[src/hw/rtl/nfwa_pkg.sv]
// ----------------------------------------------------------------------------
// nfwa_pkg
// Shared sizes, register codes, state encoding and interface structs for the
// frame window averager.
// ----------------------------------------------------------------------------
package nfwa_pkg;

    localparam int MAX_WINDOW  = 64;
    localparam int MAX_DIMS    = 64;

    localparam int DIM_W       = $clog2(MAX_DIMS);
    localparam int SLOT_W      = $clog2(MAX_WINDOW);
    localparam int CNT_W       = 7;
    localparam int HIST_ADDR_W = SLOT_W + DIM_W;
    localparam int HIST_DEPTH  = MAX_WINDOW * MAX_DIMS;
    localparam int SAMPLE_W    = 16;
    localparam int SUM_W       = 22;
    localparam int DIV_CNT_W   = $clog2(SUM_W + 1);
    localparam int CFG_IDX_W   = 2;
    localparam int CFG_DATA_W  = 7;

    localparam logic [CNT_W-1:0] VS_RESET  = 7'd40;
    localparam logic [CNT_W-1:0] WIN_RESET = 7'd10;

    typedef enum logic [CFG_IDX_W-1:0] {
        CFG_VECTOR_SIZE   = 2'd0,
        CFG_WINDOW_FRAMES = 2'd1,
        CFG_ZERO_PAD      = 2'd2
    } cfg_reg_t;

    typedef enum logic [1:0] {
        ST_IDLE,
        ST_READ,
        ST_DIV,
        ST_OUT
    } state_t;

    typedef struct packed {
        logic                       rd_en;
        logic                       wr_en;
        logic                       clear;
        logic [HIST_ADDR_W-1:0]     hist_addr;
        logic [DIM_W-1:0]           dim;
        logic signed [SAMPLE_W-1:0] wr_sample;
        logic signed [SUM_W-1:0]    wr_sum;
    } store_req_t;

    typedef struct packed {
        logic                    start;
        logic signed [SUM_W-1:0] dividend;
        logic [CNT_W-1:0]        divisor;
    } div_req_t;

endpackage

[src/hw/rtl/nfwa_div.sv]
// ----------------------------------------------------------------------------
// nfwa_div
// Serial signed divider: one restoring step per cycle over the magnitude of
// the running sum, quotient truncated toward zero.
// ----------------------------------------------------------------------------
module nfwa_div
(
    input  logic                                clk,
    input  logic                                rst_n,
    input  nfwa_pkg::div_req_t                  req,
    output logic                                done,
    output logic [nfwa_pkg::SAMPLE_W-1:0]       quotient
);

    logic                            busy_reg;
    logic                            done_reg;
    logic [nfwa_pkg::DIV_CNT_W-1:0]  cnt_reg;
    logic                            neg_reg;
    logic [nfwa_pkg::SUM_W-1:0]      quo_reg;
    logic [nfwa_pkg::SUM_W-1:0]      quo_next;
    logic [nfwa_pkg::CNT_W-1:0]      rem_reg;
    logic [nfwa_pkg::CNT_W-1:0]      rem_next;
    logic [nfwa_pkg::CNT_W-1:0]      divisor_reg;
    logic [nfwa_pkg::CNT_W:0]        trial;
    logic [nfwa_pkg::CNT_W:0]        diff;
    logic                            ge;
    logic [nfwa_pkg::SUM_W-1:0]      magnitude;
    logic [nfwa_pkg::SUM_W-1:0]      signed_quo;

    assign magnitude = req.dividend[nfwa_pkg::SUM_W-1] ?
                       nfwa_pkg::SUM_W'(-req.dividend) : nfwa_pkg::SUM_W'(req.dividend);

    assign trial    = {rem_reg, quo_reg[nfwa_pkg::SUM_W-1]};
    assign diff     = trial - {1'b0, divisor_reg};
    assign ge       = (trial >= {1'b0, divisor_reg});
    assign rem_next = ge ? diff[nfwa_pkg::CNT_W-1:0] : trial[nfwa_pkg::CNT_W-1:0];
    assign quo_next = {quo_reg[nfwa_pkg::SUM_W-2:0], ge};

    always_ff @(posedge clk or negedge rst_n)
    begin
        if (!rst_n)
        begin
            busy_reg <= 1'b0;
            done_reg <= 1'b0;
            cnt_reg  <= '0;
        end
        else
        begin
            done_reg <= 1'b0;
            if (req.start)
            begin
                busy_reg <= 1'b1;
                cnt_reg  <= nfwa_pkg::DIV_CNT_W'(nfwa_pkg::SUM_W);
            end
            else if (busy_reg)
            begin
                cnt_reg <= cnt_reg - 1'b1;
                if (cnt_reg == nfwa_pkg::DIV_CNT_W'(1))
                begin
                    busy_reg <= 1'b0;
                    done_reg <= 1'b1;
                end
            end
        end
    end

    always_ff @(posedge clk)
    begin
        if (req.start)
        begin
            quo_reg     <= magnitude;
            rem_reg     <= '0;
            divisor_reg <= req.divisor;
            neg_reg     <= req.dividend[nfwa_pkg::SUM_W-1];
        end
        else if (busy_reg)
        begin
            quo_reg <= quo_next;
            rem_reg <= rem_next;
        end
    end

    assign signed_quo = neg_reg ? (~quo_reg + 1'b1) : quo_reg;
    assign quotient   = signed_quo[nfwa_pkg::SAMPLE_W-1:0];
    assign done       = done_reg;

endmodule

[config.mk]
export PLATFORM = sky130hd
export DESIGN_NAME = nfwa_div
export DESIGN_NICKNAME = d
export VERILOG_FILES = /design/src/hw/rtl/nfwa_pkg.sv /design/src/hw/rtl/nfwa_div.sv
export SDC_FILE = /design/constraint.sdc
export NUM_CORES = 1
export LEC_CHECK = 0
export BUFFER_PORTS_ARGS = -buffer_cell sky130_fd_sc_hd__buf_2
export CORE_ASPECT_RATIO = 0.8
export CORE_MARGIN = 2
export CORE_UTILIZATION = 48
export CTS_CLUSTER_DIAMETER = 120
export DETAILED_ROUTE_END_ITERATION = 6
export PLACE_DENSITY = 0.69
export SLEW_MARGIN = 20
export SYNTH_ARGS = -nofsm -noshare
export SYNTH_HDL_FRONTEND = slang
export SYNTH_SLANG_ARGS = --single-unit
export TNS_END_PERCENT = 50
[constraint.sdc]
create_clock -name clk -period 3.25 [get_ports clk]
set_input_delay 0.1625 -clock clk [delete_from_list [all_inputs] [get_ports clk]]
set_output_delay 0.1625 -clock clk [all_outputs]
set_load 0.01 [all_outputs]
## Yosys cells after proc, flatten, opt, wreduce, memory -nomap -nowiden

Index checks and enable logic that the tools add are counted.

- Bitwise operators: 1
- Equal/unequal tests: 1
- Shifts and indexed selects: 0
- Divide/modulo/power cells: 0
- Muxes and demuxes: 13
- Add/subtract/negate cells: 4
- $lt $le $gt $ge: 1
- Multipliers: 0
- Reduce and logical (&&, ||, !) cells: 1

Operators with widths:

| kind | number |
|---|---|
| 22-bit two-way mux | 3 |
| 22-bit negation | 1 |
| 16-bit by 1-bit adder with 16-bit output (second input constant) | 1 |
| 16-bit two-way mux | 1 |
| 16-bit NOT | 1 |
| 5-bit two-way mux | 2 |
| 8-bit by 7-bit greater-or-equal comparator with 1-bit output | 1 |
| 7-bit two-way mux | 1 |
| 7-bit subtractor | 1 |
| 1-bit two-way mux | 6 |
| 5-bit by 1-bit == test with 1-bit output (second input constant) | 1 |
| 5-bit by 1-bit subtractor with 5-bit output (second input constant) | 1 |
| 2-bit nonzero test | 1 |

- Memory bits (read-only): 0
- Bits in writable memories: 0
- Memories kept: 0
- Bits of input ports: 32
- Latch bits: 0
- Register bits: 44
- Output and inout port bits: 17
- Word-level logic and storage cells: 28

## Longest topological paths before layout

Gate-level depths: netlist of the first run.

- Depth in word-level cells: 4
- Mapped depth: 8
- Depth with buffers taken out: 7

## Least setup slack after synthesis of the first run

OpenSTA, ideal clock, no wires.

- Path type: reg-to-output
- Start point: reg quo_reg[0] (netlist name)
- End point: out quotient[15] (netlist name)
- Path buffers: 0
- Stages on the path, launching flop included: 5
- Path slack: 1283 ps
- Data arrival time: 1805 ps
- Data required time: 3087 ps
- Cells stage by stage: edfxtp_1 > or3_1 > or3b_2 > o41ai_1 > xnor2_1

- Longest elaborated chain between the ends: 3

RTL lines:

| item | RTL line | text |
|---|---|---|
| start: declaration | nfwa_div.sv:19 | `logic [nfwa_pkg::SUM_W-1:0] quo_reg;` |
| start signal: assignment | nfwa_div.sv:71 | `quo_reg <= magnitude;` |
| start signal: assignment | nfwa_div.sv:78 | `quo_reg <= quo_next;` |
| 16-bit NOT | nfwa_div.sv:83 | `assign signed_quo = neg_reg ? (~quo_reg + 1'b1) : quo_reg;` |
| 16-bit by 1-bit adder with 16-bit output | nfwa_div.sv:83 |  |
| 16-bit two-way mux | nfwa_div.sv:83 |  |
| end: declaration | nfwa_div.sv:12 | `output logic [nfwa_pkg::SAMPLE_W-1:0] quotient` |

No other way between the ends.

## Worst setup path after layout of the first run

- Start point: reg quo_reg[1] (netlist name)
- End point: out quotient[15] (netlist name)

The elaborated chain is that of the path after synthesis.

==> flow_metrics.tcl, run 1 <==
set metrics [dict create \
    status "finished clean" \
    async_reset_ff_share_pct 15.9 \
    start_util_pct 49.6 \
    yosys-top-cells-count "edfxtp_1 (30), nor2_1 (27), nand2_1 (24)" \
    root_buffer "clkbuf_8" \
    peakVddDrop_mv 0.302 \
    post-route-period-util_pct 81.5 \
    dieArea_um2 7290 \
    grt_pass1_vias 2594 \
    internal_power_mw 1.21 \
    clk_latency_ns 0.30 \
    use_met1_pct 32.9 \
    largest_register_ff_count 22 \
    yosys_warnings 0 \
    grt_max_degree 58 \
    syn_to_final_growth_pct 10.9 \
    cp_slowest_cell "or3b_2" \
    numPortBuffers 48 \
    yosys_most_used_dff "edfxtp_1" \
    cp_cell_sequence "or3_1 > or3b_2 > o41ai_1 > xnor2_1 > buf_2" \
    drive_above_1_share_pct 18.3 \
    diodes 0 \
    fin_crit_ns 2.65 \
    power_switching_uw 707 \
    cp_max_fo 5 \
    cp-start-kind "flop" \
    cp.arrival_ns 2.49 \
    synth_edf_count 30 \
    hp-class "input pin to flop" \
    grt_setup_unrepaired "no" \
    busiest_layer "met1" \
    io_pins 49 \
    synth_area_um2 3180 \
    htree_levels 2 \
    grt_util_met2_pct 31.4 \
    gr-total-overflow 0 \
    powerDensity_nw_per_um2 544 \
    ant_nets 0 \
    synth.top_cell.area_share_pct 28.3 \
    ys_types 61 \
    hold_viol 0 \
    die_y_um 76.8 \
    synth.top_cells.by_area "edfxtp_1 (28%), dfrtp_1 (5.5%), xnor2_1 (5.5%)" \
    path_class "flop to output pin" \
    dr.pass1.iters 5 \
    cp_top_family "simple AND/OR/NAND/NOR gates" \
    maxCapViolCount 0 \
    nFillCells 597 \
    power_frac_clock_pct 19.2 \
    synth_seq_cells 44 \
    pre_cts_ws_ns 0.923 \
    max_clock_freq_mhz 378 \
    chipWidth_um 95.0 \
    reg2regPathDepth 6 \
    crit_buf_inv 1 \
    multi_input_area_um2 1780 \
    cp-end-kind "output pin" \
    clock_sinks 44 \
    drt-initial-drc-count 192 \
    cts_buffers 5 \
    hold_depth 1 \
    worstMarginPinSlew_ns 0.713 \
    relSlewSlack_pct 52.4 \
    use_met3_pct 3.83 \
    syn_nets 391 \
    setup_violations 0 \
    routed_via_density 6.00 \
    ys_seq_area_share_pct 38.3 \
    path_depth 5 \
    worstPathRequired_ns 3.09 \
    coreArea_um2 6410 \
    grt_usage_pct 21.5 \
    yosysMostFrequentCell "edfxtp_1" \
    syn_avg_cell_area_um2 9.16 \
    switching_share_pct 36.8 \
    yosysTopAreaCell "edfxtp_1" \
    drt_wl_total_um 7480 \
    fin_nets 425 \
    antenna_found_initial 0 \
    clock_skew_ns 0.0104 \
    power.share.sequential_pct 40.9 \
    grt_pass1_wl_um 12400 \
    critPathMaxStageDelay_ns 0.55 \
    whs_ns 0.0333 \
    seq_area_um2 1220 \
    post_drt_wl_per_cell_um 16.0 \
    dp_hpwl_um 5400 \
    synthCells 347 \
    rows 26 \
    pwr-share-comb_pct 39.9 \
    p_leak_nw 1.38 \
    final.setup.tns_ns 0 \
    worst_slack_ns 0.602 \
    cts_tree "built" \
    slew_violations 0 \
    gp_congestion 0.829 \
    drc_errors 0 \
    vias 2795 \
    final_util_pct 55.0 \
    clock_path_buffers 2 \
    clk_pin_slew_ns 0.09 \
    cts_resized 0 \
]
[area by class of cell]
class,count,area share (%)
multi-input combinational,260,50.5
sequential,44,34.5
inverter,20,2.13
clock inverter,2,0.284
timing repair buffer,50,7.31
tap,84,2.98
clock buffer,6,2.34
[power by group through the flow]
stage               clock, mW  sequential, mW  combinational, mW
global placement            0           0.792              0.740
detailed placement          0           0.796              0.752
finish                  0.368           0.786              0.765
CTS                     0.375           0.783              0.759
global route            0.399           0.799              0.855
floorplan                   0           0.764              0.566
[metrics by stage]
step	power [mW]	instances	cell area [um^2]
after floorplan	1.33	347	3180
after global placement	1.53	457	3420
after detailed placement	1.55	457	3420
after CTS	1.92	466	3530
after global routing	2.05	466	3530
final	1.92	466	3530
[worst paths after layout]
check / start / endpoint / slack, ns
worst max-delay path: quo_reg[1]$_DFFE_PP_ / quotient[15] / 0.60
worst min-delay path: req[2] / divisor_reg[2]$_DFFE_PP_ / 0.03
worst max register to register: divisor_reg[6]$_DFFE_PP_ / quo_reg[0]$_DFFE_PP_ / 1.04
worst min register to register: cnt_reg[4]$_DFFE_PN0P_ / cnt_reg[4]$_DFFE_PN0P_ / 0.53
max in group asynchronous: rst_n / cnt_reg[3]$_DFFE_PN0P_ / 2.88
min in group asynchronous: rst_n / cnt_reg[2]$_DFFE_PN0P_ / 0.21
[cell usage in the layout (no fill, tap or decap), types with 6 or more instances in the layout]
cell type and instances:
buf_2 48, edfxtp_1 30, nor2_1 27, nand2_1 24, inv_1 20, xnor2_1 20
a21oi_1 15, o21ai_0 13, xor2_1 12, o31ai_1 11, ha_1 11, nand2b_1 10
nand3_1 9, or3_1 8, or4_1 8, nor3b_1 8, dfrtp_1 7, dfxtp_1 7
nand3b_1 6, nor3_1 6, clkbuf_8 6
[layer usage]
metal,part of all wire (%),up-vias
met5,0,-
met4,0.79,0
met3,7.0,7
met2,44,100
met1,49,1330
li1,-,1358
[repair_timing]
action,in CTS,in global routing
buffers inserted,0,0
hold endpoints to repair,7,0
hold buffers,1,0
[logic make-up (layout without fill, tap and decap cells)]
logic type / after synthesis / in the layout / synth area share, %
compound gates: 80 / 80 / 17.9
mux: 2 / 2 / 0.630
xor+xnor: 32 / 32 / 8.82
flops: 44 / 44 / 38.3
simple gates: 134 / 134 / 23.7
fa+ha+maj: 12 / 12 / 4.96
buf+inv: 43 / 78 / 5.78
Power figures use the tool's default switching activity.
==> run 2, diff against run 1 <==
==> constraint.sdc (replaced) <==
create_clock -name clk -period 2.7 [get_ports clk]
set_input_delay 0.135 -clock clk [delete_from_list [all_inputs] [get_ports clk]]
set_output_delay 0.135 -clock clk [all_outputs]
set_load 0.01 [all_outputs]
==> run 2 against run 1 <==
  * Count of clock-buffer cells in the layout did not move
  * Core utilization rose by 1.2 points
  * Flip-flop and latch count did not move
  * Power rose by 20%
  * Non-clock buffer count rose by 9
  * Largest power group unchanged
  * Worst setup slack got worse by 0.47 ns
  * Clock power rose by 17%
==> flow_metrics.tcl, run 2 (same netlist as run 1, synthesis figures left out) <==
set metrics [dict create \
    grt_max_degree 44 \
    fin_nets 434 \
    rows 26 \
    drc_errors 0 \
    status "finished clean" \
    cp.arrival_ns 2.43 \
    cts_buffers 5 \
    peakVddDrop_mv 0.300 \
    clock_path_buffers 2 \
    drt_wl_total_um 7490 \
    switching_share_pct 37.5 \
    crit_buf_inv 2 \
    internal_power_mw 1.44 \
    chipWidth_um 95.0 \
    clock_skew_ns 0.0113 \
    worstMarginPinSlew_ns 0.717 \
    cts_resized 0 \
    fin_area_um2 3600 \
    fin_crit_ns 2.57 \
    path_class "flop to output pin" \
    worstPathRequired_ns 2.57 \
    largest_register_ff_count 22 \
    path_depth 6 \
    cp-start-kind "flop" \
    gr-total-overflow 0 \
    dr.pass1.iters 4 \
    htree_levels 2 \
    io_pins 49 \
    drt-initial-drc-count 151 \
    dieArea_um2 7290 \
    numPortBuffers 48 \
    hp-class "input pin to flop" \
    cts_setup_buffers 0 \
    layout_common_cells "buf_2 (48), edfxtp_1 (30), nor2_1 (27), nand2_1 (24)" \
    die_y_um 76.8 \
    hold_depth 1 \
    setup_violations 0 \
    ant_nets 0 \
    nFillCells 571 \
    critPathMaxStageDelay_ns 0.54 \
    pwr-share-comb_pct 40.5 \
    power_frac_clock_pct 18.6 \
    drive_above_1_share_pct 18.4 \
    coreArea_um2 6410 \
    finalPower_mw 2.31 \
    clk_pin_slew_ns 0.09 \
    grt_pass1_vias 2581 \
    cp_cell_sequence "or3_1 > or3b_2 > o41ai_1 > buf_4 > xnor2_1 > buf_2" \
    cp_slowest_cell "or3b_2" \
    slew_violations 0 \
    routed_via_density 5.84 \
    root_buffer "clkbuf_8" \
    p_leak_nw 1.41 \
    grt_usage_pct 21.9 \
    clock_sinks 44 \
    cp-end-kind "output pin" \
    antenna_found_initial 0 \
    clk_latency_ns 0.31 \
    gp_congestion 0.808 \
    max_clock_freq_mhz 390 \
    final_common_cell "buf_2" \
    power.share.sequential_pct 40.9 \
    powerDensity_nw_per_um2 642 \
    post-route-period-util_pct 95.1 \
    vias 2774 \
    grt_setup_unrepaired "no" \
    cp_top_family "simple AND/OR/NAND/NOR gates" \
    grt_pass1_wl_um 12700 \
    relSlewSlack_pct 52.2 \
    final.setup.tns_ns 0 \
    maxCapViolCount 0 \
    dp_hpwl_um 5400 \
    hold_viol 0 \
    post_drt_wl_per_cell_um 15.8 \
    power_switching_uw 866 \
    reg2regPathDepth 6 \
    diodes 0 \
    place_area_um2 3450 \
    cts-hold-fix-buffers 6 \
    start_util_pct 49.6 \
    cts_tree "built" \
    syn_to_final_growth_pct 13.2 \
    cp_max_fo 5 \
]
-- run 2: cell types whose count changed in the layout (fill, tap and decap cells not counted) --
cell | before | now
inv_4 | 0 | 1
buf_4 | 1 | 4
dlygate4sd3_1 | 1 | 7
clkbuf_8 | 6 | 5
clkinv_2 | 2 | 1
clkbuf_1 | 0 | 1
-- run 2: power groups by stage --
stage | clock [mW] | sequential [mW] | combinational (mW)
6_report | 0.429 | 0.944 | 0.937
5_1_grt | 0.466 | 0.960 | 1.05
4_1_cts | 0.434 | 0.943 | 0.926
3_5_place_dp | 0 | 0.957 | 0.912
3_3_place_gp | 0 | 0.953 | 0.895
2_1_floorplan | 0 | 0.920 | 0.682
-- run 2: stage by stage --
stage | std cells | hold slack (ns) | util [%] | setup WS [ns]
2_1_floorplan | 347 | -0.161 | - | 0.760
3_3_place_gp | 460 | -0.0232 | 53.8 | 0.523
3_5_place_dp | 460 | -0.0209 | 53.8 | 0.476
4_1_cts | 474 | 0.00291 | 56.0 | 0.132
5_1_grt | 475 | 0.00307 | 56.2 | 0.0184
6_report | 475 | 0.0173 | 56.2 | 0.133
-- run 2: cell type report --
cell class	instances	area, um^2	share of cell area, %
timing repair buffer	59	340	9.45
multi-input combinational	260	1780	49.4
tap	84	105	2.92
clock inverter	2	11.3	0.313
inverter	20	75.1	2.09
clock buffer	6	72.6	2.02
sequential	44	1220	33.8
-- run 2: worst paths after layout --
check                      slack, ns                     start                  endpoint
max in group asynchronous       2.37                     rst_n    cnt_reg[2]$_DFFE_PN0P_
min reg2reg                     0.53    cnt_reg[4]$_DFFE_PN0P_    cnt_reg[4]$_DFFE_PN0P_
min in group asynchronous       0.18                     rst_n    cnt_reg[0]$_DFFE_PN0P_
max                             0.13      quo_reg[0]$_DFFE_PP_              quotient[15]
max reg2reg                     0.54  divisor_reg[6]$_DFFE_PP_      quo_reg[0]$_DFFE_PP_
min                             0.02                    req[5]  divisor_reg[5]$_DFFE_PP_
-- run 2: routing by layer --
metal  global-route usage [%]  vias to the layer above  wire, um
met2                     30.1                       72      3080
li1                         -                     1383         -
met5                        0                        -         0
met1                     34.6                     1311      3890
met3                     4.42                        8       445
met4                     5.36                        0        71
-- run 2: worst register-to-register path, stage by stage (launching register included) --
cell      delay (ns)
edfxtp_1        0.34
inv_1           0.04
ha_1            0.36
a211oi_1        0.28
nand2_1         0.14
nor3_1          0.54
mux2i_1         0.19
